### src/rtl/itoa_pkg.sv
// itoa_pkg: shared constants, types and the digit-to-ASCII mapping for the
// integer-to-text converter.
// No dependencies; compiled first.
package itoa_pkg;

    localparam int RADIX_W  = 6;
    localparam int CHAR_W   = 7;
    localparam int DIGIT_W  = 6;

    localparam logic [RADIX_W-1:0] MIN_RADIX  = 6'd2;
    localparam logic [RADIX_W-1:0] MAX_RADIX  = 6'd35;
    localparam logic [CHAR_W-1:0]  MINUS_CODE = 7'd45;
    localparam logic [CHAR_W-1:0]  ZERO_CODE  = 7'd48;
    localparam logic [CHAR_W-1:0]  LOWER_A    = 7'd97;
    localparam logic [CHAR_W-1:0]  NO_CHAR    = 7'd0;

    // queue flags seen by the front and back halves
    typedef struct packed {
        logic full;
        logic empty;
    } fifo_stat_t;

    // digit value to ASCII: '0'-'9', then lower-case letters
    function automatic logic [CHAR_W-1:0] digit_char(input logic [DIGIT_W-1:0] d);
        logic [CHAR_W-1:0] c;
        c = NO_CHAR;
        if (d < 6'd10)
        begin
            c = ZERO_CODE + {1'b0, d};
        end
        else if (d < 6'd36)
        begin
            c = LOWER_A + {1'b0, d} - 7'd10;
        end
        return c;
    endfunction

endpackage

### src/rtl/itoa_if.sv
// itoa_in_if / itoa_out_if: valid/ready channels for number beats and
// character beats.
// Depends on itoa_pkg for field widths.
interface itoa_in_if
    import itoa_pkg::*;
#(
    parameter int VALUE_WIDTH = 32
);
    logic                   valid;
    logic                   ready;
    logic [VALUE_WIDTH-1:0] number;
    logic [RADIX_W-1:0]     radix;

    modport source (output valid, output number, output radix, input ready);
    modport sink   (input valid, input number, input radix, output ready);
endinterface


### src/rtl/itoa_front.sv
// itoa_front: takes number beats, checks the base, splits off the sign and
// forms the unsigned magnitude, then pushes the command into the queue.
// Depends on itoa_pkg and itoa_if.
module itoa_front
    import itoa_pkg::*;
#(
    parameter int VALUE_WIDTH = 32,
    parameter int CMD_W       = VALUE_WIDTH + RADIX_W + 2
)
(
    itoa_in_if.sink           src,
    input  fifo_stat_t        stat,
    output logic              push,
    output logic [CMD_W-1:0]  cmd
);
    logic                   bad;
    logic                   neg;
    logic [VALUE_WIDTH-1:0] mag;

    // classify: base range, sign, magnitude (most negative value wraps to 2^(W-1))
    always_comb
    begin
        bad = !(src.radix inside {[MIN_RADIX:MAX_RADIX]});
        neg = src.number[VALUE_WIDTH-1];
        mag = neg ? (~src.number + VALUE_WIDTH'(1)) : src.number;
    end

    assign src.ready = !stat.full;
    assign push      = src.valid && !stat.full;
    assign cmd       = {bad, neg, src.radix, mag};

endmodule

### src/flat_wrapper.sv
// flat-port wrapper written by rule: the top's interface ports become plain ports
module itoa_front_flat import itoa_pkg::*;
#(
    parameter int VALUE_WIDTH = 32,
    parameter int CMD_W       = VALUE_WIDTH + RADIX_W + 2
)
  (stat, push, cmd, src_valid, src_number, src_radix, src_ready);
  itoa_in_if #(.VALUE_WIDTH(VALUE_WIDTH)) src_i ();
  input  fifo_stat_t stat;
  output logic push;
  output logic [CMD_W-1:0] cmd;
  input wire logic [$bits(src_i.valid)-1:0] src_valid;
  input wire logic [$bits(src_i.number)-1:0] src_number;
  input wire logic [$bits(src_i.radix)-1:0] src_radix;
  output wire logic [$bits(src_i.ready)-1:0] src_ready;
  assign src_i.valid = src_valid;
  assign src_i.number = src_number;
  assign src_i.radix = src_radix;
  assign src_ready = src_i.ready;
  itoa_front #(.VALUE_WIDTH(VALUE_WIDTH), .CMD_W(CMD_W)) u_core (.src(src_i), .stat(stat), .push(push), .cmd(cmd));
endmodule
### config.mk
export PLATFORM = sky130hd
export DESIGN_NAME = itoa_front_flat
export DESIGN_NICKNAME = d
export VERILOG_FILES = /design/src/rtl/itoa_pkg.sv /design/src/rtl/itoa_if.sv /design/src/rtl/itoa_front.sv /design/src/flat_wrapper.sv
export SDC_FILE = /design/constraint.sdc
export NUM_CORES = 1
export LEC_CHECK = 0
export BUFFER_PORTS_ARGS = -buffer_cell sky130_fd_sc_hd__buf_2
export CORE_UTILIZATION = 38
export DETAILED_ROUTE_END_ITERATION = 8
export PLACE_DENSITY = 0.85
export SYNTH_ARGS = -nofsm -noshare
export SYNTH_HDL_FRONTEND = slang
export SYNTH_SLANG_ARGS = --single-unit
### constraint.sdc
create_clock -name vclk -period 4.1
set_clock_uncertainty 0.05 [all_clocks]
set_input_delay 1.23 -clock vclk [all_inputs]
set_output_delay 1.23 -clock vclk [all_outputs]
set_load 0.05 [all_outputs]
==> metrics.md <==
| Metric | Value |
|---|---|
| Status | `finished clean` |
| Post-synth top area cell | `xnor2_1` |
| Largest net degree at the start of global routing | `34` |
| VDD IR-drop max | `0.000135 V` |
| Crit path capture type | `output pin` |
| CP Max Fanout | `5` |
| Initial Utilization | `0.420` |
| Design Power | `274 µW` |
| Leak | `0.608 nW` |
| Tcrit/Tclk final | `0.986` |
| Grt total ovfl | `0` |
| Maxcap violations | `0` |
| Hold Path Class | `input pin to output pin` |
| Die height | `49.3 µm` |
| Hold endpoint | `cmd[32]` |
| Final core utilization | `0.679` |
| Critical Path Slowest Stage Cell | `nor4_4` |
| WP data required | `2820 ps` |
| Syn_nets | `153` |
| Antenna cells | `0` |
| DPL Wire Length | `2.18 mm` |
| Critical path data arrival time | `2760 ps` |
| Sw frac | `0.709` |
| Total length of routed wires | `2.83 mm` |
| Global placement routability congestion | `0.759` |
| Initial antenna violation count | `0` |
| Synth top cells by count | `29 x xnor2_1, 10 x o21ai_0, 9 x buf_4` |
| Sequential cell count | `0` |
| Max stage delay on crit path | `420 ps` |
| Worst-Margin Slew | `550 ps` |
| Slew Viols, Final | `0` |
| I/O pins | `83` |
| Total global-route track usage | `0.208` |
| Synthesized cell area | `850 µm²` |
| Proportion of layout cells with a drive suffix above 1 | `0.566` |
| DIE AREA | `2430 µm²` |
| Final Instance Count excl. Fillers | `216` |
| CLK BUF | `0` |
| Switching pwr | `194 µW` |
| F_max | `247 MHz` |
| CP startpoint kind | `input pin` |
| Routed len/inst | `13.1 µm` |
| Crit Path Category | `input pin to output pin` |
| Synthesized area per cell | `7.65 µm²` |
| Period minus WS final | `4040 ps` |
| Hold wc startpoint | `src_radix[0]` |
| Hold Path Depth | `0` |
| Vias | `1154` |
| RSZ-0062 raised after global routing | `yes` |
| Post-CTS Hold Buffers | `0` |
| Clock share of power | `0` |
| Worst Setup SP | `src_number[8]` |
| First-pass GRT wire length | `4.25 mm` |
| Crit path cell chain | `buf_6 > nor4_4 > nand4_2 > o41ai_2 > xnor2_1 > clkbuf_4` |
| Reg area | `0 µm²` |
| Die W | `49.3 µm` |
| Worst slew margin | `0.633` |
| First-pass iteration count of the detailed router | `4` |
| Area Overhead vs Synth | `61.6%` |
| Power density over cell area | `200 nW/µm²` |
| Hold Worst Slack | `2410 ps` |
| Endpoints failing hold | `0` |
| Syn. warnings | `0` |
| Drt via density | `5.34` |
| Post-synthesis cell count | `111` |
| Top cell type's share of synthesized area | `0.299` |
| PortBufs | `80` |
| Initial DRC Count | `16` |
| Layout net count | `233` |
| Detailed-route DRC error count | `0` |
| Synth area leaders | `xnor2_1 30%, o41ai_2 9.6%, buf_4 8.0%` |
| Sequential fraction of the synthesis area | `0` |
| Site row count | `16` |
| Combinational share of power | `1.000` |
| Final Setup Violations | `0` |
| Netlist cell types | `30` |
| Placed cell count | `215` |
| Most common cell in the netlist | `xnor2_1` |
| Vias in the first global route | `1042` |
| Post-route antenna net violation count | `0` |
| Internal | `79.9 µW` |
| Core Box Area | `2020 µm²` |
| Seq pwr share | `0` |
[metal layers]
layer | vias up | part of all wire | track usage | wire (µm)
met5 | - | 0 | 0 | 0
met4 | 0 | 0.021 | 0.0490 | 59
met3 | 6 | 0.040 | 0.00623 | 114
met2 | 45 | 0.56 | 0.413 | 1580
met1 | 542 | 0.38 | 0.236 | 1070
li1 | 561 | - | - | -
[cells by family (layout without fill, tap and decap cells)]
family | count (synthesis) | in the layout | synth area share
compound gates | 27 | 27 | 0.262
buf+inv | 15 | 93 | 0.106
fa+ha+maj | 1 | 1 | 0.0147
xor+xnor | 29 | 29 | 0.299
simple gates | 39 | 39 | 0.318
[cells in the final DEF (no fill, tap or decap), drive strengths merged]
master / count
nand2: 8
nand3: 3
nor4bb: 1
nor4b: 1
o21ai: 11
or2: 1
nand2b: 2
o41ai: 8
clkbuf: 5
buf: 85
ha: 1
nand3b: 1
or3: 4
nor2: 3
a21o: 1
nor4: 4
xnor2: 29
nand4: 3
o31ai: 7
or4: 2
inv: 3
nor2b: 1
nor3: 5
[power by group through the flow]
stage	combinational [mW]	sequential, mW	clock (mW)
after global routing	0.287	0	0
after global placement	0.259	0	0
after detailed placement	0.263	0	0
after CTS	0.264	0	0
final	0.274	0	0
after floorplan	0.194	0	0
[final cells by class]
class,count,area (µm²)
multi-input combinational,96,810
fill,185,649
timing repair buffer,90,518
tap,27,33.8
inverter,3,11.3
[repair_timing]
item                                    4_1_cts  5_1_grt
gates resized for setup                       1       28
endpoints found under the hold margin         0        0
buffers inserted                              0        1
endpoints found under the setup margin        6       18
pin swaps                                     0        5
[worst max-delay path by stage]
stage               endpoint  slack (ps)  cells after the start
floorplan            cmd[22]          50                      6
global placement     cmd[26]         -60                      9
detailed placement   cmd[26]         -80                      9
CTS                  cmd[19]          10                      7
global route         cmd[16]         -60                      8
finish               cmd[30]          60                      6
[metrics by stage]
stage | worst slack, ps | TNS, ps | instance area (µm²)
after floorplan | 51.8 | 0 | 865
after global placement | -60.9 | -123 | 1290
after detailed placement | -80.2 | -341 | 1290
after CTS | 13.5 | 0 | 1290
after global routing | -59.1 | -178 | 1370
final | 57.4 | 0 | 1370
[critical path: cells and delay by family]
family | cells | cell delay (ps)
XOR/XNOR | 1 | 160
buffers and inverters | 2 | 340
AND/OR/NAND/NOR | 2 | 610
AO/OA/AOI/OAI | 1 | 420
(Power assumes the default switching activity.)
