--- config.mk ---
export PLATFORM = sky130hd
export DESIGN_NAME = itoa_fifo
export DESIGN_NICKNAME = d
export VERILOG_FILES = /design/src/rtl/itoa_pkg.sv /design/src/rtl/itoa_fifo.sv
export SDC_FILE = /design/constraint.sdc
export NUM_CORES = 1
export LEC_CHECK = 0
export BUFFER_PORTS_ARGS = -buffer_cell sky130_fd_sc_hd__buf_2
export CAP_MARGIN = 15
export CORE_ASPECT_RATIO = 1.1
export CORE_MARGIN = 5
export CORE_UTILIZATION = 25
export CTS_CLUSTER_DIAMETER = 120
export CTS_CLUSTER_SIZE = 8
export DETAILED_ROUTE_END_ITERATION = 8
export PLACE_DENSITY = 0.44
export SKIP_LAST_GASP = 1
export SLEW_MARGIN = 20
export SYNTH_ARGS = -nofsm -noshare
export SYNTH_HDL_FRONTEND = slang
export SYNTH_SLANG_ARGS = --single-unit
--- constraint.sdc ---
create_clock -name clk -period 5 [get_ports clk]
set_input_delay 0.75 -clock clk [delete_from_list [all_inputs] [get_ports clk]]
set_output_delay 0.75 -clock clk [all_outputs]
set_load 0.005 [all_outputs]
--- src/rtl/itoa_pkg.sv ---
// itoa_pkg: shared constants, types and the digit-to-ASCII mapping for the
// integer-to-text converter.
// No dependencies; compiled first.
package itoa_pkg;

    localparam int RADIX_W  = 6;
    localparam int CHAR_W   = 7;
    localparam int DIGIT_W  = 6;

    localparam logic [RADIX_W-1:0] MIN_RADIX  = 6'd2;
    localparam logic [RADIX_W-1:0] MAX_RADIX  = 6'd35;
    localparam logic [CHAR_W-1:0]  MINUS_CODE = 7'd45;
    localparam logic [CHAR_W-1:0]  ZERO_CODE  = 7'd48;
    localparam logic [CHAR_W-1:0]  LOWER_A    = 7'd97;
    localparam logic [CHAR_W-1:0]  NO_CHAR    = 7'd0;

    // queue flags seen by the front and back halves
    typedef struct packed {
        logic full;
        logic empty;
    } fifo_stat_t;

    // digit value to ASCII: '0'-'9', then lower-case letters
    function automatic logic [CHAR_W-1:0] digit_char(input logic [DIGIT_W-1:0] d);
        logic [CHAR_W-1:0] c;
        c = NO_CHAR;
        if (d < 6'd10)
        begin
            c = ZERO_CODE + {1'b0, d};
        end
        else if (d < 6'd36)
        begin
            c = LOWER_A + {1'b0, d} - 7'd10;
        end
        return c;
    endfunction

endpackage

--- src/rtl/itoa_fifo.sv ---
// itoa_fifo: two-entry queue between the front and back halves.
// Depends on itoa_pkg for the status struct.
module itoa_fifo
    import itoa_pkg::*;
#(
    parameter int DATA_W = 40
)
(
    input  logic              clk,
    input  logic              rst_n,
    input  logic              push,
    input  logic [DATA_W-1:0] push_data,
    input  logic              pop,
    output logic [DATA_W-1:0] head,
    output fifo_stat_t        stat
);
    logic [DATA_W-1:0] entry_reg [2];
    logic              wr_ptr_reg;
    logic              rd_ptr_reg;
    logic [1:0]        count_reg;

    // entries hold payload only
    always_ff @(posedge clk)
    begin
        if (push)
        begin
            entry_reg[wr_ptr_reg] <= push_data;
        end
    end

    // pointers and fill count
    always_ff @(posedge clk or negedge rst_n)
    begin
        if (!rst_n)
        begin
            wr_ptr_reg <= 1'b0;
            rd_ptr_reg <= 1'b0;
            count_reg  <= 2'd0;
        end
        else
        begin
            if (push)
            begin
                wr_ptr_reg <= ~wr_ptr_reg;
            end
            if (pop)
            begin
                rd_ptr_reg <= ~rd_ptr_reg;
            end
            if (push && !pop)
            begin
                count_reg <= count_reg + 2'd1;
            end
            else if (pop && !push)
            begin
                count_reg <= count_reg - 2'd1;
            end
        end
    end

    assign head       = entry_reg[rd_ptr_reg];
    assign stat.full  = (count_reg == 2'd2);
    assign stat.empty = (count_reg == 2'd0);

endmodule

==> results.sh, run 1 <==
export IMPL_status="complete, no violations"
export IMPL_clk_path_buf_depth=2
export IMPL_setup_viol=0
export IMPL_hold_path_class="input pin to async pin"
export IMPL_track_usage_pct=8.30
export IMPL_gp_congestion=0.649
export IMPL_cp_top_family="flip-flops"
export IMPL_tns_ps=0
export IMPL_largest_register_ffs=80
export IMPL_p_comb_share_pct=25.9
export IMPL_layout_common_cells="buf_2 (85), edfxtp_1 (80), mux2_4 (39)"
export IMPL_areaGrowthSynthToFinish_pct=26.8
export IMPL_ctsHoldBuffers=0
export IMPL_path_clk_slew_ps=60
export IMPL_antenna_found_initial=0
export IMPL_crit_chain="buf_4 > mux2_4 > buf_2"
export IMPL_maxSlewViolCount=0
export IMPL_grt_overflow=0
export IMPL_synth_cell_type_count=13
export IMPL_cts_sinks=84
export IMPL_worst_slack_ps=2110
export IMPL_dp_cells=380
export IMPL_route_detailed_drc=0
export IMPL_cts_made_buffers=9
export IMPL_num_vias=1570
export IMPL_reg2reg_to="entry_reg[1][36]$_DFFE_PP_"
export IMPL_final_core_util_pct=32.6
export IMPL_core_area_sq_um=12800
export IMPL_finalNonFillerCells=396
export IMPL_seq_area_sq_um=2500
export IMPL_clk_insertion_delay_late_ps=330
export IMPL_viasPerCell=3.96
export IMPL_p_seq_share_pct=43.7
export IMPL_core_rowCount=43
export IMPL_synth_area_sq_um=3280
export IMPL_crit_required_ps=4250
export IMPL_p_total_mw=2.35
export IMPL_grt_pass1_vias=1769
export IMPL_skew_ps=4.48
export IMPL_drt_first_pass_iters=4
export IMPL_cts_tree="yes"
export IMPL_multi_input_area_sq_um=688
export IMPL_root_buffer="clkbuf_16"
export IMPL_final_antenna_net_count=0
export IMPL_yosysWarningCount=0
export IMPL_synth_nets=186
export IMPL_cts_resized_gates=0
export IMPL_placed_cell_area_sq_um=3830
export IMPL_dp_slack_ps=2410
export IMPL_first_iter_violations=53
export IMPL_ios=86
export IMPL_diodes=0
export IMPL_place_hpwl_mm=4.05
export IMPL_synthCells=141
export IMPL_r2r_start="wr_ptr_reg$_DFFE_PN0P_"
export IMPL_cellLeakagePower_nw=1.67
export IMPL_path_buf_inv=2
export IMPL_max_cap_violations=0
export IMPL_grt_max_degree=41
export IMPL_crit_start="rd_ptr_reg$_DFFE_PN0P_"
export IMPL_avgRoutedWirePerCell_um=15.4
export IMPL_start_util_pct=25.7
export IMPL_numPortBuffers=85
export IMPL_final_nets=279
export IMPL_wirelength_mm=6.09
export IMPL_timing_fmax_mhz=346
export IMPL_start_kind="flop"
export IMPL_grt_pass1_wl_mm=9.45
export IMPL_cp_arrival_ps=2140
export IMPL_critPathMaxFanout=23
export IMPL_synth_area_per_cell_sq_um=23.2
export IMPL_path_class="flop to primary output"
export IMPL_worstMarginPinSlew_ps=1030
export IMPL_maxSlewHeadroom_pct=31.3
export IMPL_final_layout_size_suffix_gt1_share_pct=61.1
export IMPL_holdWs_ps=207
export IMPL_clkPwrFrac_pct=30.4
export IMPL_final_common_cell="buf_2"
export IMPL_r2r_worst_path_cells=1
export IMPL_period_share_pct=57.8
export IMPL_p_sw_mw=0.618
export IMPL_nFillCells=1246
export IMPL_max_stage_delay_ps=840
export IMPL_internal_power_mw=1.74
export IMPL_fin_area_sq_um=4160
export IMPL_vdd_drop_max_v=0.000206
export IMPL_rsz0062_at_grt="false"
export IMPL_cp_end_kind="primary output"
export IMPL_die_y_um=130
export IMPL_htree_num_levels=3
export IMPL_die_x_um=119
export IMPL_r2r_slack_ps=3330
export IMPL_powerDensity_nw_per_um2=566
export IMPL_min_period_ps=2890
export IMPL_final_hold_viol_count=0
export IMPL_synth_seq_cells=84
export IMPL_ys_seq_area_share_pct=76.4
export IMPL_postCtsSetupRepairBufs=0
export IMPL_switching_share_pct=26.2
export IMPL_die_area_sq_um=15500
export IMPL_cp_slowest_cell="dfrtp_2"
==> routing by layer <==
metal  part of all wire, %  routed length [um]  vias up  track usage, %
met3                   8.8                 533       11            4.81
met2                    50                3030       53            14.1
li1                      -                   -      731               -
met1                    40                2430      775            8.38
met5                     0                   0        -               0
met4                   1.6                  98        0            3.48
==> area by class of cell <==
class,instances,share of cell area (%)
sequential,84,60.2
multi-input combinational,51,16.6
timing repair buffer,87,10.6
clock buffer,9,5.42
tap,157,4.73
clock inverter,7,2.38
inverter,1,0.0903
==> worst max-delay path by stage <==
stage	to	cells after the start
after floorplan	entry_reg[0][0]$_DFFE_PP_	1
after global placement	head[21]	3
after detailed placement	head[21]	3
after CTS	head[20]	3
after global routing	head[18]	3
final	head[21]	3
==> cell families after synthesis <==
| group | synth area share, % |
|---|---|
| fa+ha+maj | 0.382 |
| mux | 18.2 |
| flops | 76.4 |
| xor+xnor | 1.34 |
| simple gates | 0.802 |
| buf+inv | 2.90 |
==> synth_stat cells (all sizes together) <==
cell type / count / share of area (%)
edfxtp: 80 / 73
mux2: 40 / 18
buf: 5 / 2.8
dfrtp: 4 / 3.1
xor2: 4 / 1.1
nor2: 2 / 0.23
nor2b: 2 / 0.38
and2: 1 / 0.19
ha: 1 / 0.38
inv: 1 / 0.11
xnor2: 1 / 0.27
==> power by group through the flow <==
stage	sequential (mW)	clock, mW	combinational, mW
floorplan	0.988	0	0.505
global placement	1.05	0	0.634
detailed placement	1.05	0	0.632
CTS	1.04	0.735	0.636
global route	1.05	0.776	0.664
finish	1.03	0.716	0.609
(Power assumes the default switching activity.)
==> run 2: changes to the inputs <==
- ABC_AREA: not set -> 1
- clock period: 5 -> 3 ns (I/O delays scaled with it)
==> results.sh, run 2 <==
export IMPL_status="complete, no violations"
export IMPL_grt_pass1_vias=1671
export IMPL_wl_met3_um=375
export IMPL_min_period_ps=2300
export IMPL_largest_register_ffs=80
export IMPL_routed_top_layer="met4"
export IMPL_synth_top_area_cell="edfxtp_1"
export IMPL_worstHoldPathCells=1
export IMPL_reg2reg_to="entry_reg[0][32]$_DFFE_PP_"
export IMPL_maxSlewViolCount=0
export IMPL_crit_chain="buf_4 > mux2_4 > buf_2"
export IMPL_multi_input_area_sq_um=684
export IMPL_setup_viol=0
export IMPL_critPathMaxFanout=16
export IMPL_htree_num_levels=3
export IMPL_root_buffer="clkbuf_16"
export IMPL_viasPerCell=3.91
export IMPL_synthArstFlopShare_pct=4.76
export IMPL_vdd_drop_max_v=0.000264
export IMPL_tns_ps=0
export IMPL_cp_end_kind="primary output"
export IMPL_hold_path_class="input pin to flop"
export IMPL_skew_ps=3.88
export IMPL_synth_area_per_cell_sq_um=22.0
export IMPL_first_iter_violations=61
export IMPL_ios=86
export IMPL_place_hpwl_mm=4.02
export IMPL_path_clk_slew_ps=60
export IMPL_dp_cells=397
export IMPL_drt_first_pass_iters=3
export IMPL_cp_top_family="flip-flops"
export IMPL_cp_num_cells=3
export IMPL_cts_sinks=84
export IMPL_crit_required_ps=2550
export IMPL_wirelength_mm=5.90
export IMPL_timing_fmax_mhz=435
export IMPL_post_synth_top_count_cell="edfxtp_1"
export IMPL_layout_common_cells="buf_2 (85), edfxtp_1 (80), mux2_4 (39)"
export IMPL_synth_seq_cells=84
export IMPL_ys_seq_area_share_pct=75.9
export IMPL_final_hold_viol_count=0
export IMPL_path_class="flop to primary output"
export IMPL_core_area_sq_um=13000
export IMPL_core_rowCount=44
export IMPL_final_layout_size_suffix_gt1_share_pct=58.3
export IMPL_path_buf_inv=2
export IMPL_crit_start="rd_ptr_reg$_DFFE_PN0P_"
export IMPL_synthCells=150
export IMPL_gp_congestion=0.641
export IMPL_synth_area_sq_um=3300
export IMPL_seq_area_sq_um=2500
export IMPL_synth_nets=195
export IMPL_antenna_found_initial=0
export IMPL_synth_edff_count=80
export IMPL_powerDensity_nw_per_um2=911
export IMPL_numPortBuffers=85
export IMPL_final_antenna_net_count=0
export IMPL_period_share_pct=76.6
export IMPL_cts_resized_gates=0
export IMPL_start_kind="flop"
export IMPL_r2r_start="wr_ptr_reg$_DFFE_PN0P_"
export IMPL_postCtsSetupRepairBufs=0
export IMPL_grt_pass1_wl_mm=8.80
export IMPL_cp_slowest_cell="dfrtp_2"
export IMPL_r2r_slack_ps=1370
export IMPL_num_vias=1616
export IMPL_cts_made_buffers=9
export IMPL_final_nets=293
export IMPL_worstMarginPinSlew_ps=689
export IMPL_cellLeakagePower_nw=1.70
export IMPL_avgRoutedWirePerCell_um=14.3
export IMPL_final_common_cell="buf_2"
export IMPL_synth_cell_type_count=14
export IMPL_cts_tree="yes"
export IMPL_synth_ff_type="edfxtp_1"
export IMPL_die_y_um=130
export IMPL_clk_insertion_delay_late_ps=330
export IMPL_wl_met2_mm=2.90
export IMPL_grt_max_degree=25
export IMPL_synth_common_cells="edfxtp_1 (80), mux2_4 (39), inv_1 (7), nand2_1 (5)"
export IMPL_rsz0062_at_grt="false"
export IMPL_clk_path_buf_depth=2
export IMPL_finalNonFillerCells=413
export IMPL_grt_overflow=0
export IMPL_nFillCells=1293
export IMPL_track_usage_pct=7.76
export IMPL_maxSlewHeadroom_pct=54.0
export IMPL_areaGrowthSynthToFinish_pct=27.1
export IMPL_drt_met1_wl_mm=2.53
export IMPL_die_area_sq_um=15600
export IMPL_route_detailed_drc=0
export IMPL_r2r_worst_path_cells=2
export IMPL_die_x_um=119
export IMPL_synth_area_leaders="edfxtp_1 (73%), mux2_4 (18%), dfrtp_1 (3.0%), buf_12 (2.4%), inv_1 (0.80%)"
export IMPL_yosysWarningCount=0
export IMPL_worstSetupEndpoint="head[27]"
export IMPL_yosysTopAreaCellShare_pct=72.9
export IMPL_max_cap_violations=0
export IMPL_cp_arrival_ps=1850
export IMPL_start_util_pct=25.3
export IMPL_max_stage_delay_ps=710
export IMPL_diodes=0
==> run 2: worst min path at each step <==
stage,startpoint,slack (ps),to
floorplan,rst_n,150,count_reg[0]$_DFFE_PN0P_
global placement,rst_n,260,count_reg[1]$_DFFE_PN0P_
detailed placement,rst_n,260,count_reg[1]$_DFFE_PN0P_
CTS,push_data[22],290,entry_reg[1][22]$_DFFE_PP_
global route,push_data[22],280,entry_reg[0][22]$_DFFE_PP_
finish,push_data[22],310,entry_reg[0][22]$_DFFE_PP_
==> run 2: area by class of cell <==
| type | instances | area share [%] |
|---|---|---|
| timing repair buffer | 92 | 11.8 |
| sequential | 84 | 59.7 |
| tap | 161 | 4.81 |
| clock inverter | 5 | 1.28 |
| clock buffer | 10 | 5.46 |
| inverter | 7 | 0.627 |
| multi-input combinational | 54 | 16.3 |
==> run 2: cell families (layout without fill, tap and decap cells) <==
logic type,after synthesis,after routing,synth area share [%]
multiplexers,40,40,18.1
XOR/XNOR,3,3,0.797
AND/OR/NAND/NOR,10,10,1.25
buffers and inverters,12,114,3.57
adder cells (fa/ha/maj),1,1,0.379
flip-flops,84,84,75.9
==> run 2: metal layers <==
layer / vias up / global-route usage (%)
met3: 8 / 3.49
li1: 765 / -
met4: 0 / 3.84
met1: 789 / 8.70
met2: 54 / 12.7
met5: - / 0
==> run 2: repair_timing <==
item | 4_1_cts | 5_1_grt
hold buffers | 1 | 0
hold endpoints to repair | 4 | 0
endpoints found under the setup margin | 0 | 0
==> run 2: worst register-to-register path, stage by stage (launching register included) <==
cell,delay [ps]
dfrtp_1,420
nor2_4,570
buf_4,330
==> run 2: power breakdown <==
part | internal [mW] | switching (mW)
Clock | 0.635 | 0.411
Combinational | 0.631 | 0.452
Sequential | 1.56 | 0.129
Total | 2.83 | 0.991
==> run 2: metrics by stage <==
stage | total power [mW] | setup slack, ps | utilization (%) | cell area, sq um | hold slack, ps
final | 3.82 | 703 | 32.1 | 4190 | 308
after global routing | 4.05 | 571 | 32.1 | 4190 | 285
after CTS | 3.93 | 620 | 32.1 | 4190 | 287
after detailed placement | 2.85 | 990 | 29.9 | 3900 | 263
after global placement | 2.85 | 988 | 29.9 | 3900 | 262
after floorplan | 2.49 | 389 | - | 3300 | 154
==> run 3: changes to the inputs <==
- PLACE_DENSITY: 0.44 -> 0.45
- clock period: 3 -> 1.85 ns (I/O delays scaled with it)
==> results.sh, run 3 (synthesis results as in run 2) <==
export IMPL_status="complete, no violations"
export IMPL_cts_sinks=84
export IMPL_max_stage_delay_ps=400
export IMPL_setup_viol=0
export IMPL_maxSlewViolCount=0
export IMPL_vdd_drop_max_v=0.000594
export IMPL_numPortBuffers=85
export IMPL_path_clk_slew_ps=60
export IMPL_worstMarginPinSlew_ps=389
export IMPL_htree_num_levels=3
export IMPL_max_cap_violations=0
export IMPL_multi_input_area_sq_um=684
export IMPL_grt_pass1_vias=1717
export IMPL_p_seq_share_pct=43.8
export IMPL_switching_share_pct=26.2
export IMPL_hold_path_class="input pin to flop"
export IMPL_core_rowCount=44
export IMPL_final_layout_size_suffix_gt1_share_pct=57.5
export IMPL_drt_first_pass_iters=3
export IMPL_cts_resized_gates=0
export IMPL_timing_fmax_mhz=594
export IMPL_rsz0062_at_grt="false"
export IMPL_r2r_start="wr_ptr_reg$_DFFE_PN0P_"
export IMPL_path_class="flop to primary output"
export IMPL_skew_ps=5.58
export IMPL_powerDensity_nw_per_um2=1450
export IMPL_grt_overflow=0
export IMPL_final_antenna_net_count=0
export IMPL_worst_slack_ps=166
export IMPL_maxSlewHeadroom_pct=74.1
export IMPL_die_area_sq_um=15600
export IMPL_cp_arrival_ps=1410
export IMPL_diodes=0
export IMPL_clkPwrFrac_pct=25.0
export IMPL_cellLeakagePower_nw=1.70
export IMPL_grt_max_degree=26
export IMPL_die_x_um=119
export IMPL_areaGrowthSynthToFinish_pct=26.5
export IMPL_postCtsSetupRepairBufs=0
export IMPL_internal_power_mw=4.47
export IMPL_p_sw_mw=1.59
export IMPL_gp_congestion=0.616
export IMPL_avgRoutedWirePerCell_um=14.3
export IMPL_viasPerCell=3.84
export IMPL_cp_end_kind="primary output"
export IMPL_clk_path_buf_depth=2
export IMPL_crit_chain="buf_12 > mux2_4 > buf_2"
export IMPL_final_common_cell="buf_2"
export IMPL_num_vias=1585
export IMPL_cp_slowest_cell="dfrtp_2"
export IMPL_seq_area_sq_um=2500
export IMPL_core_area_sq_um=13000
export IMPL_cts_made_buffers=9
export IMPL_ios=86
export IMPL_start_util_pct=25.3
export IMPL_start_kind="flop"
export IMPL_antenna_found_initial=0
export IMPL_final_hold_viol_count=0
export IMPL_place_hpwl_mm=3.93
export IMPL_dp_slack_ps=483
export IMPL_crit_start="rd_ptr_reg$_DFFE_PN0P_"
export IMPL_die_y_um=130
export IMPL_p_total_mw=6.06
export IMPL_worstSetupEndpoint="head[25]"
export IMPL_r2r_slack_ps=580
export IMPL_wirelength_mm=5.91
export IMPL_ctsHoldBuffers=1
export IMPL_root_buffer="clkbuf_16"
export IMPL_crit_required_ps=1570
export IMPL_track_usage_pct=7.70
export IMPL_min_period_ps=1680
export IMPL_cts_tree="yes"
export IMPL_first_iter_violations=36
export IMPL_nFillCells=1265
export IMPL_layout_common_cells="buf_2 (85), edfxtp_1 (80), mux2_4 (39)"
export IMPL_critPathMaxFanout=22
export IMPL_clk_insertion_delay_late_ps=320
export IMPL_p_comb_share_pct=31.1
export IMPL_grt_pass1_wl_mm=8.82
export IMPL_final_nets=293
export IMPL_route_detailed_drc=0
export IMPL_period_share_pct=91.0
export IMPL_tns_ps=0
export IMPL_r2r_worst_path_cells=3
export IMPL_largest_register_ffs=80
export IMPL_reg2reg_to="entry_reg[1][25]$_DFFE_PP_"
run 3: cell types whose count changed in the layout (fill, tap and decap cells not counted), sizes merged:
cell,before,now
clkinvlp,2,0
bufinv,1,0
clkinv,2,4
clkbuf,10,11
run 3: worst min-delay path by stage:
stage / startpoint / endpoint / slack, ps / cells past startpoint
2_1_floorplan: rst_n / count_reg[0]$_DFFE_PN0P_ / -20 / 0
3_3_place_gp: rst_n / count_reg[1]$_DFFE_PN0P_ / 90 / 1
4_1_cts: push_data[27] / entry_reg[0][27]$_DFFE_PP_ / 120 / 1
3_5_place_dp: rst_n / count_reg[1]$_DFFE_PN0P_ / 90 / 1
5_1_grt: push_data[21] / entry_reg[0][21]$_DFFE_PP_ / 120 / 1
6_report: push_data[29] / entry_reg[0][29]$_DFFE_PP_ / 140 / 1
run 3: metrics by stage:
stage / hold slack (ps) / std cells / area, sq um / util, %
after global routing: 122 / 413 / 4170 / 32.0
after CTS: 121 / 413 / 4170 / 32.0
after detailed placement: 93.1 / 397 / 3910 / 30.0
final: 142 / 413 / 4170 / 32.0
after global placement: 89.9 / 397 / 3910 / 30.0
after floorplan: -18.1 / 150 / 3300 / -
run 3: power groups by stage:
stage                     registers [mW]  clock network [mW]  logic [mW]
after detailed placement            2.70                   0        1.97
after global placement              2.68                   0        1.96
after global routing                2.69                1.67        2.06
after CTS                           2.66                1.60        1.97
final                               2.66                1.52        1.89
after floorplan                     2.66                   0        1.38
run 3: per-layer routing:
layer / vias to the layer above / wire, um / share of wire [%] / global-route usage, %
met5: - / 0 / 0 / 0
met1: 762 / 2570 / 44 / 9.16
met4: 0 / 70 / 1.2 / 2.83
li1: 764 / - / - / -
met3: 5 / 388 / 6.6 / 3.36
met2: 54 / 2880 / 49 / 12.5
run 3: layout make-up:
type / count / area share (%)
sequential: 84 / 60.0
clock buffer: 11 / 5.58
inverter: 7 / 0.630
multi-input combinational: 54 / 16.4
timing repair buffer: 92 / 12.1
clock inverter: 4 / 0.420
tap: 161 / 4.83
run 3: worst max-delay path: cells and delay by family, from the launching register on:
family	cells	cell delay, ps
muxes	1	320
buffers and inverters	2	350
DFF	1	400
